### src/rtl/sfd_pkg.sv
// Package for the sensor frame deframer: frame constants, register indexes
// and the structures passed between the window, evaluation and scaling stages.
// No dependencies.
package sfd_pkg;

   localparam int FRAME_BYTES_DEF = 40;

   localparam logic [7:0] SYNC_BYTE = 8'hFF;
   localparam logic [7:0] HEAD_BYTE = 8'hFE;
   localparam logic [7:0] TAIL_BYTE = 8'hFD;

   localparam logic [31:0] SUPPLY_COEF_DEF  = 32'd46339;
   localparam logic [31:0] CHANNEL_COEF_DEF = 32'd390860;
   localparam logic [15:0] TEMP_INVALID     = 16'h8000;

   localparam int EQUIPMENT_POS    = 18;
   localparam int TEMP_POS         = 19;
   localparam int SUPPLY_POS       = 21;
   localparam int BIAS_A_POS       = 23;
   localparam int BIAS_B_POS       = 25;
   localparam int COUNT_FIRST_POS  = 3;
   localparam int COUNT_SECOND_POS = 7;
   localparam int COUNT_THIRD_POS  = 11;
   localparam int COUNT_FOURTH_POS = 15;

   localparam int MASK_SUPPLY = 0;
   localparam int MASK_BIAS_A = 1;
   localparam int MASK_BIAS_B = 2;

   localparam int CSR_INDEX_W = 3;
   localparam int CSR_DATA_W  = 32;

   typedef enum logic [CSR_INDEX_W-1:0] {
      CSR_MATCH_EQUIPMENT = 3'd0,
      CSR_MATCH_MASK      = 3'd1,
      CSR_SUPPLY_COEF     = 3'd2,
      CSR_CHANNEL_A_COEF  = 3'd3,
      CSR_CHANNEL_B_COEF  = 3'd4
   } csr_index_type;

   typedef struct packed {
      logic [7:0]  match_equipment;
      logic [2:0]  match_enable_mask;
      logic [31:0] supply_coef;
      logic [31:0] channel_a_coef;
      logic [31:0] channel_b_coef;
   } csr_type;

   typedef struct packed {
      logic [7:0]  equipment;
      logic [15:0] temperature;
      logic [15:0] supply_word;
      logic [15:0] bias_a_word;
      logic [15:0] bias_b_word;
      logic [31:0] supply_coef;
      logic [31:0] bias_a_coef;
      logic [31:0] bias_b_coef;
      logic [23:0] count_first;
      logic [23:0] count_second;
      logic [23:0] count_third;
      logic [23:0] count_fourth;
   } field_type;

   typedef struct packed {
      logic [7:0]         equipment;
      logic signed [15:0] temperature_q7;
      logic [47:0]        supply_volts_q24;
      logic [47:0]        bias_a_volts_q24;
      logic [47:0]        bias_b_volts_q24;
      logic [23:0]        count_first;
      logic [23:0]        count_second;
      logic [23:0]        count_third;
      logic [23:0]        count_fourth;
   } result_type;

endpackage

### src/rtl/sfd_cell.sv
// One byte cell of the deframer window.
// Holds a byte and takes its neighbour's byte on each shift; no dependencies.
module sfd_cell (
   input  logic       clock,
   input  logic       reset,
   input  logic       shift_en,
   input  logic [7:0] left_data,
   output logic [7:0] cell_data
);

   logic [7:0] data_ff;
   logic [7:0] data_in;

   always_comb begin
      data_in = shift_en ? left_data : data_ff;
   end

   always_ff @(posedge clock) begin
      if (reset) begin
         data_ff <= '0;
      end else begin
         data_ff <= data_in;
      end
   end

   assign cell_data = data_ff;

endmodule

### src/rtl/sfd_eval.sv
// Frame evaluation for the deframer: header and tail detection, tail spacing,
// overlap skip and capture of the frame fields. Depends on sfd_pkg.
module sfd_eval import sfd_pkg::*; #(
   parameter int FRAME_BYTES = FRAME_BYTES_DEF
) (
   input  logic      clock,
   input  logic      reset,
   input  logic      step_fire,
   input  logic [7:0] window [FRAME_BYTES],
   input  csr_type   csr,
   input  logic      s1_pop,
   output logic      s1_valid,
   output field_type s1_fields
);

   localparam int CNT_W = $clog2(FRAME_BYTES);
   localparam logic [CNT_W-1:0] CNT_MAX = CNT_W'(FRAME_BYTES - 1);

   logic [CNT_W-1:0] skip_ff, skip_in;
   logic [CNT_W-1:0] gap_ff, gap_in;
   logic             s1_valid_ff, s1_valid_in;
   field_type        fields_ff, fields_in;
   logic             header, tail, hit, match;

   always_comb begin
      header = (window[0] == SYNC_BYTE) && (window[1] == HEAD_BYTE);
      tail   = (window[FRAME_BYTES-2] == SYNC_BYTE) && (window[FRAME_BYTES-1] == TAIL_BYTE);
      hit    = step_fire && (skip_ff == '0) && header && tail && (gap_ff == CNT_MAX);

      gap_in  = gap_ff;
      skip_in = skip_ff;
      if (step_fire) begin
         if (tail) begin
            gap_in = CNT_W'(1);
         end else if (gap_ff != CNT_MAX) begin
            gap_in = gap_ff + CNT_W'(1);
         end
         if (skip_ff != '0) begin
            skip_in = skip_ff - CNT_W'(1);
         end else if (hit) begin
            skip_in = CNT_MAX;
         end
      end

      if (hit) begin
         s1_valid_in = 1'b1;
      end else if (s1_pop) begin
         s1_valid_in = 1'b0;
      end else begin
         s1_valid_in = s1_valid_ff;
      end
   end

   always_comb begin
      match = (window[EQUIPMENT_POS] == csr.match_equipment);
      fields_in.equipment   = window[EQUIPMENT_POS];
      fields_in.temperature = {window[TEMP_POS], window[TEMP_POS+1]};
      if (fields_in.temperature == TEMP_INVALID) begin
         fields_in.temperature = '0;
      end
      fields_in.supply_word  = {window[SUPPLY_POS], window[SUPPLY_POS+1]};
      fields_in.bias_a_word  = {window[BIAS_A_POS], window[BIAS_A_POS+1]};
      fields_in.bias_b_word  = {window[BIAS_B_POS], window[BIAS_B_POS+1]};
      fields_in.supply_coef  = (match && csr.match_enable_mask[MASK_SUPPLY])
                               ? csr.supply_coef : SUPPLY_COEF_DEF;
      fields_in.bias_a_coef  = (match && csr.match_enable_mask[MASK_BIAS_A])
                               ? csr.channel_a_coef : CHANNEL_COEF_DEF;
      fields_in.bias_b_coef  = (match && csr.match_enable_mask[MASK_BIAS_B])
                               ? csr.channel_b_coef : CHANNEL_COEF_DEF;
      fields_in.count_first  = {window[COUNT_FIRST_POS], window[COUNT_FIRST_POS+1],
                                window[COUNT_FIRST_POS+2]};
      fields_in.count_second = {window[COUNT_SECOND_POS], window[COUNT_SECOND_POS+1],
                                window[COUNT_SECOND_POS+2]};
      fields_in.count_third  = {window[COUNT_THIRD_POS], window[COUNT_THIRD_POS+1],
                                window[COUNT_THIRD_POS+2]};
      fields_in.count_fourth = {window[COUNT_FOURTH_POS], window[COUNT_FOURTH_POS+1],
                                window[COUNT_FOURTH_POS+2]};
   end

   always_ff @(posedge clock) begin
      if (reset) begin
         skip_ff     <= '0;
         gap_ff      <= CNT_MAX;
         s1_valid_ff <= 1'b0;
      end else begin
         skip_ff     <= skip_in;
         gap_ff      <= gap_in;
         s1_valid_ff <= s1_valid_in;
      end
   end

   always_ff @(posedge clock) begin
      if (hit) begin
         fields_ff <= fields_in;
      end
   end

   assign s1_valid  = s1_valid_ff;
   assign s1_fields = fields_ff;

endmodule

### src/rtl/sfd_scale.sv
// Scaling stage of the deframer: three 16 by 32 bit products into the result
// register, which holds a result until its transfer. Depends on sfd_pkg.
module sfd_scale import sfd_pkg::*; (
   input  logic       clock,
   input  logic       reset,
   input  logic       s1_pop,
   input  field_type  s1_fields,
   input  logic       rsp_ready,
   output logic       rsp_valid,
   output result_type result
);

   logic       valid_ff, valid_in;
   result_type result_ff, result_in;

   always_comb begin
      if (s1_pop) begin
         valid_in = 1'b1;
      end else if (rsp_ready) begin
         valid_in = 1'b0;
      end else begin
         valid_in = valid_ff;
      end

      result_in.equipment        = s1_fields.equipment;
      result_in.temperature_q7   = signed'(s1_fields.temperature);
      result_in.supply_volts_q24 = 48'(s1_fields.supply_word) * 48'(s1_fields.supply_coef);
      result_in.bias_a_volts_q24 = 48'(s1_fields.bias_a_word) * 48'(s1_fields.bias_a_coef);
      result_in.bias_b_volts_q24 = 48'(s1_fields.bias_b_word) * 48'(s1_fields.bias_b_coef);
      result_in.count_first      = s1_fields.count_first;
      result_in.count_second     = s1_fields.count_second;
      result_in.count_third      = s1_fields.count_third;
      result_in.count_fourth     = s1_fields.count_fourth;
   end

   always_ff @(posedge clock) begin
      if (reset) begin
         valid_ff <= 1'b0;
      end else begin
         valid_ff <= valid_in;
      end
   end

   always_ff @(posedge clock) begin
      if (s1_pop) begin
         result_ff <= result_in;
      end
   end

   assign rsp_valid = valid_ff;
   assign result    = result_ff;

endmodule

### src/rtl/sensor_frame_deframer.sv
// Top level of the sensor frame deframer: a row of byte cells, frame evaluation,
// scaling and the configuration registers. Depends on sfd_pkg, sfd_cell,
// sfd_eval and sfd_scale.
//
//   Channel  Direction  Transfer                 Moves
//   req_     in         req_valid & req_ready    one stream byte
//   rsp_     out        rsp_valid & rsp_ready    one decoded frame
//   csr_     in         csr_write_enable         one register write
//
// One byte is taken per cycle while req_ready is high and is evaluated once shifted
// into the window. The evaluation stage, one capture stage and the result register
// each hold one item, in that order towards rsp_; req_ready falls only while
// evaluation is pending, both later stages are full and rsp_ready is low. Reset
// clears the window to zeros and the registers to defaults.
module sensor_frame_deframer import sfd_pkg::*; #(
   parameter int FRAME_BYTES = FRAME_BYTES_DEF
) (
   input  logic                   clock,
   input  logic                   reset,
   input  logic                   req_valid,
   output logic                   req_ready,
   input  logic [7:0]             req_stream_byte,
   output logic                   rsp_valid,
   input  logic                   rsp_ready,
   output logic [7:0]             rsp_equipment,
   output logic signed [15:0]     rsp_temperature_q7,
   output logic [47:0]            rsp_supply_volts_q24,
   output logic [47:0]            rsp_bias_a_volts_q24,
   output logic [47:0]            rsp_bias_b_volts_q24,
   output logic [23:0]            rsp_count_first,
   output logic [23:0]            rsp_count_second,
   output logic [23:0]            rsp_count_third,
   output logic [23:0]            rsp_count_fourth,
   input  logic                   csr_write_enable,
   input  logic [CSR_INDEX_W-1:0] csr_index,
   input  logic [CSR_DATA_W-1:0]  csr_wdata
);

   logic       req_accept;
   logic       step_ff, step_in;
   logic       step_fire;
   logic       out_free, s1_free, s1_pop, s1_valid;
   logic [7:0] window [FRAME_BYTES];
   csr_type    csr_ff, csr_in;
   field_type  s1_fields;
   result_type result;

   assign out_free   = !rsp_valid || rsp_ready;
   assign s1_pop     = s1_valid && out_free;
   assign s1_free    = !s1_valid || out_free;
   assign step_fire  = step_ff && s1_free;
   assign req_ready  = !step_ff || s1_free;
   assign req_accept = req_valid && req_ready;

   always_comb begin
      if (req_accept) begin
         step_in = 1'b1;
      end else if (step_fire) begin
         step_in = 1'b0;
      end else begin
         step_in = step_ff;
      end
   end

   always_comb begin
      csr_in = csr_ff;
      if (csr_write_enable) begin
         case (csr_index)
            CSR_MATCH_EQUIPMENT: csr_in.match_equipment   = csr_wdata[7:0];
            CSR_MATCH_MASK:      csr_in.match_enable_mask = csr_wdata[2:0];
            CSR_SUPPLY_COEF:     csr_in.supply_coef       = csr_wdata;
            CSR_CHANNEL_A_COEF:  csr_in.channel_a_coef    = csr_wdata;
            CSR_CHANNEL_B_COEF:  csr_in.channel_b_coef    = csr_wdata;
            default:             csr_in = csr_ff;
         endcase
      end
   end

   always_ff @(posedge clock) begin
      if (reset) begin
         step_ff                  <= 1'b0;
         csr_ff.match_equipment   <= '0;
         csr_ff.match_enable_mask <= '0;
         csr_ff.supply_coef       <= SUPPLY_COEF_DEF;
         csr_ff.channel_a_coef    <= CHANNEL_COEF_DEF;
         csr_ff.channel_b_coef    <= CHANNEL_COEF_DEF;
      end else begin
         step_ff <= step_in;
         csr_ff  <= csr_in;
      end
   end

   for (genvar i = 0; i < FRAME_BYTES; i++) begin : g_cell
      if (i == FRAME_BYTES - 1) begin : g_last
         sfd_cell u_cell (
            .clock     (clock),
            .reset     (reset),
            .shift_en  (req_accept),
            .left_data (req_stream_byte),
            .cell_data (window[i])
         );
      end else begin : g_mid
         sfd_cell u_cell (
            .clock     (clock),
            .reset     (reset),
            .shift_en  (req_accept),
            .left_data (window[i+1]),
            .cell_data (window[i])
         );
      end
   end

   sfd_eval #(
      .FRAME_BYTES (FRAME_BYTES)
   ) u_eval (
      .clock     (clock),
      .reset     (reset),
      .step_fire (step_fire),
      .window    (window),
      .csr       (csr_ff),
      .s1_pop    (s1_pop),
      .s1_valid  (s1_valid),
      .s1_fields (s1_fields)
   );

   sfd_scale u_scale (
      .clock     (clock),
      .reset     (reset),
      .s1_pop    (s1_pop),
      .s1_fields (s1_fields),
      .rsp_ready (rsp_ready),
      .rsp_valid (rsp_valid),
      .result    (result)
   );

   assign rsp_equipment        = result.equipment;
   assign rsp_temperature_q7   = result.temperature_q7;
   assign rsp_supply_volts_q24 = result.supply_volts_q24;
   assign rsp_bias_a_volts_q24 = result.bias_a_volts_q24;
   assign rsp_bias_b_volts_q24 = result.bias_b_volts_q24;
   assign rsp_count_first      = result.count_first;
   assign rsp_count_second     = result.count_second;
   assign rsp_count_third      = result.count_third;
   assign rsp_count_fourth     = result.count_fourth;

endmodule

### config.mk
export PLATFORM = sky130hd
export DESIGN_NAME = sensor_frame_deframer
export DESIGN_NICKNAME = d
export VERILOG_FILES = /design/src/rtl/sfd_pkg.sv /design/src/rtl/sfd_cell.sv /design/src/rtl/sfd_eval.sv /design/src/rtl/sfd_scale.sv /design/src/rtl/sensor_frame_deframer.sv
export SDC_FILE = /design/constraint.sdc
export NUM_CORES = 2
export LEC_CHECK = 0
export BUFFER_PORTS_ARGS = -buffer_cell sky130_fd_sc_hd__buf_2
export CORE_UTILIZATION = 55
export DETAILED_ROUTE_END_ITERATION = 10
export PLACE_DENSITY = 0.72
export SLEW_MARGIN = 10
export SYNTH_ARGS = -nofsm -noshare
export SYNTH_HDL_FRONTEND = slang
export SYNTH_HIERARCHICAL = 1
export SYNTH_SLANG_ARGS = --single-unit
### constraint.sdc
create_clock -name clock -period 27.6 [get_ports clock]
set_clock_uncertainty 0.1 [all_clocks]
set_input_delay 4.14 -clock clock [delete_from_list [all_inputs] [get_ports clock]]
set_output_delay 4.14 -clock clock [all_outputs]
set_load 0.1 [all_outputs]
==> summary.txt <==
Timing
  – RSZ-0062 raised after global routing: false
  – Relative slew slack: 0.2543
  – Worst Tran Pin Value: 1.118 ns
  – Max-slew violation count: 0
  – Final Hold Vio Count: 0
  – Final setup viols: 0
  – Fmax: 110.0 MHz
  – Final worst-path cycle share: 0.3294
  – Post-route setup TNS: 0 ns
  – Min Tclk post-route: 9.091 ns

Logic synthesis
  – EDFF count, synth: 528
  – Synthesis-stage register bit count: 970
  – Synth Instances: 7821
  – Ys Warns: 6
  – Post-synth cell types: 90
  – Primary FF master, synth: edfxtp_1
  – Post-synthesis cell area: 0.08159 sq mm
  – Share of the yosys chip area belonging to registers: 0.3028
  – Synth Net Count: 9485
  – Mean Syn Cell Area: 10.43 sq um
  – Post-synthesis async set-or-reset flop share: 0

Route
  – Routed wire length per instance: 20.22 um
  – ANT nets after route: 0
  – Via count: 54870
  – DR iter-0 viols: 3895
  – DR DRC count: 0
  – 1st-pass router iterations: 5
  – Average via count per standard cell: 5.537
  – Final wirelength: 200400 um

Clocking
  – CTS buffer count: 101
  – CTS resizes: 0
  – Clock tree from TritonCTS: yes
  – Worst-Skew Late Latency: 0.75 ns
  – Post-CTS setup buffers: 0
  – Clk pin slew, worst setup/hold paths: 0.07 ns
  – Clk buf depth: 3
  – Htree depth: 3
  – Clk root buf: clkbuf_16
  – Num Clock Sinks: 970
  – # hold bufs at CTS: 0

Final layout
  – Area delta synth->final: 7.630%
  – Register area: 0.02470 sq mm
  – Core Util, Final: 0.5997
  – Fill count: 11930
  – Fraction of layout cells with a size suffix above 1: 0.07461
  – Nets: 9564
  – Post-route design area: 0.08782 sq mm
  – Multi-input combinational cell area: 0.05002 sq mm

Global routing
  – Vias in the first global route: 58670
  – Met3 usage: 0.07929
  – First-pass GRT wire length: 320500 um
  – GRT Max-Usage Layer: met2
  – Met2 Track Usage GR: 0.4321
  – Tot GR Track Use: 0.2715
  – Total gr overflow: 0
  – Initial antenna violation count: 30
  – Largest net degree at the start of global routing: 171
  – GRT met1 Usage: 0.3530

Die
  – Die height: 387.2 um
  – Core footprint: 0.1464 sq mm
  – Die ar.: 0.1499 sq mm
  – Top Ports: 314
  – Die X: 387.2 um
  – Row Count: 140
  – Starting Density: 0.5572

Place
  – Routability congestion estimate: 0.8952
  – Port buffer count: 313
  – Placed Area: 0.08429 sq mm
  – Post-DP HPWL: 143000 um

Power
  – Pwr/cell area: 34.33 mW/mm^2
  – Switching Fraction: 0.2239
  – Combinational share of power: 0.029
  – Lkg Pwr: 0.04094 uW
  – Clock power frac: 0.467
  – Reg power frac: 0.505
  – Int Pwr: 2340 uW
  – Worst VDD drop: 0.00005806 V
  – Sw Pwr: 674.9 uW

Worst setup path
  – Reg2reg path depth: 20
  – Crit path max-delay cell type: buf_2
  – CP startpoint kind: input port
  – CP peak stage delay: 0.45 ns
  – Worst path required time: 23.36 ns
  – Stages on the worst setup path: 3
  – Path type of the worst setup path: in2out
  – CP endpoint kind: output pin
  – Most used cell, CP: buf_2
  – Arr. time, crit path: 4.85 ns
  – Cells along the critical path: buf_2, nand4b_1, buf_2
  – Bufs and invs on worst path: 2
  – Worst Path Max Fanout: 3
  – Largest delay share family, worst path: buffers and inverters

Flow run
  – Max Cap Violations: 0

Min path
  – HP Class: reg2reg
  – Hold Path Depth: 0

Outcome
  – Status: complete, no violations
[placed cells by master (no fill, tap or decap), types with 6 or more instances in the layout]
cell / Yosys / final
nand3_1: 31 / 31
a211oi_1: 15 / 15
o211ai_1: 11 / 11
o21ai_1: 6 / 6
clkinv_2: 0 / 17
nor2b_1: 14 / 14
nand2_1: 994 / 994
nor2_1: 459 / 457
o21ai_0: 74 / 74
o21bai_1: 21 / 21
ha_1: 362 / 362
buf_2: 19 / 312
mux2i_1: 432 / 432
nor4_1: 7 / 7
o21a_1: 19 / 19
clkbuf_1: 309 / 18
and3_1: 77 / 77
clkinvlp_4: 0 / 6
edfxtp_1: 528 / 528
clkinv_16: 0 / 6
nand4_1: 42 / 42
buf_4: 7 / 77
fa_1: 1254 / 1254
clkbuf_16: 0 / 105
nor3_1: 22 / 22
and2_1: 642 / 641
bufinv_16: 0 / 6
clkinv_1: 0 / 9
inv_1: 1325 / 1325
a21oi_1: 146 / 146
clkbuf_8: 0 / 9
xor2_1: 39 / 39
a31oi_1: 14 / 14
dfxtp_1: 442 / 442
nand2b_1: 150 / 150
xnor2_1: 100 / 100
a211o_1: 6 / 6
a21o_1: 61 / 61
[metal layers]
layer  wire, um  up-vias
li1           -    24310
met2      92940     2173
met5        252        -
met4       7099       42
met1      79740    27870
met3      20370      470
[power groups by stage]
stage,Clock [uW],Combinational (uW),Sequential [uW]
after global routing,1500,93.2,1520
after CTS,1440,86.2,1520
final,1410,86.5,1520
after detailed placement,0,85.9,1550
after floorplan,0,70.3,1550
after global placement,0,84.3,1550
[cells by family (layout without fill, tap and decap cells)]
| logic type | Yosys count | in the layout | synth area share |
|---|---|---|---|
| mux | 434 | 434 | 0.05327 |
| buf+inv | 1742 | 1909 | 0.08457 |
| xor+xnor | 139 | 139 | 0.01492 |
| simple gates | 2482 | 2482 | 0.1463 |
| flops | 970 | 970 | 0.3028 |
| compound gates | 438 | 438 | 0.03498 |
| other cells | 0 | 5 | 0 |
| fa+ha+maj | 1616 | 1616 | 0.3632 |
[state kept, by name, indices dropped and copies added (netlist names)]
name                            flops
g_cell.g_mid.u_cell/cell_data     312
u_eval/s1_fields                  264
u_scale/result                    264
csr_ff                            107
g_cell.g_last.u_cell/cell_data      8
u_eval/gap_ff                       6
u_eval/skip_ff                      6
step_ff                             1
u_eval/s1_valid                     1
u_scale/rsp_valid                   1
[stage by stage]
step | hold WS, ns | setup slack (ns) | total power [uW] | instances
3_3_place_gp | 0.3009 | 18.53 | 1637 | 9713
3_5_place_dp | 0.3045 | 18.52 | 1639 | 9713
2_1_floorplan | 0.3003 | 2.971 | 1621 | 7821
4_1_cts | 0.2879 | 18.51 | 3049 | 9904
6_report | 0.3016 | 18.51 | 3015 | 9910
5_1_grt | 0.2994 | 18.48 | 3113 | 9906
[Yosys cell counts (4+ instances only)]
master | number | area share
buf_4 | 7 | 0.00064
xor2_1 | 39 | 0.0042
mux2i_1 | 432 | 0.053
or2_2 | 4 | 0.00031
nor4_1 | 7 | 0.00054
a21o_1 | 61 | 0.0056
a221oi_1 | 5 | 0.00054
buf_6 | 41 | 0.0057
dfxtp_1 | 442 | 0.11
o211ai_1 | 11 | 0.0010
nand4b_1 | 4 | 0.00043
edfxtp_1 | 528 | 0.19
nand2_1 | 994 | 0.046
nor2b_1 | 14 | 0.0011
and3_1 | 77 | 0.0059
ha_1 | 362 | 0.056
a31oi_1 | 14 | 0.0011
a211oi_1 | 15 | 0.0014
inv_1 | 1325 | 0.061
clkbuf_1 | 309 | 0.014
a21oi_1 | 146 | 0.0090
o21a_1 | 19 | 0.0017
o21ai_0 | 74 | 0.0045
nand3_1 | 31 | 0.0019
o21ai_1 | 6 | 0.00037
o2111ai_1 | 4 | 0.00043
a221o_1 | 4 | 0.00049
xnor2_1 | 100 | 0.011
nor2_1 | 459 | 0.021
nand4_1 | 42 | 0.0032
a211o_1 | 6 | 0.00064
or3_1 | 4 | 0.00031
fa_1 | 1254 | 0.31
and2_1 | 642 | 0.049
buf_1 | 40 | 0.0018
o21bai_1 | 21 | 0.0019
nand2b_1 | 150 | 0.012
nor3_1 | 22 | 0.0013
buf_2 | 19 | 0.0012
[area by class of cell]
class | instances | share of cell area
Multi-Input combinational cell | 5109 | 0.5696
Sequential cell | 970 | 0.2813
Inverter | 1325 | 0.05663
Clock buffer | 132 | 0.03210
Tap cell | 1917 | 0.02731
Timing Repair Buffer | 393 | 0.02516
Clock inverter | 59 | 0.007736
Antenna cell | 5 | 0.0001425
[worst paths after layout]
kind                         startpoint             endpoint  slack (ns)
hold / removal     u_eval/s1_fields[72]   u_scale/result[72]        0.30
setup reg to reg  u_eval/s1_fields[199]  u_scale/result[131]       20.00
hold reg to reg    u_eval/s1_fields[72]   u_scale/result[72]        0.30
setup / recovery              rsp_ready            req_ready       18.51
No activity file was read; power rests on OpenSTA's default activity.
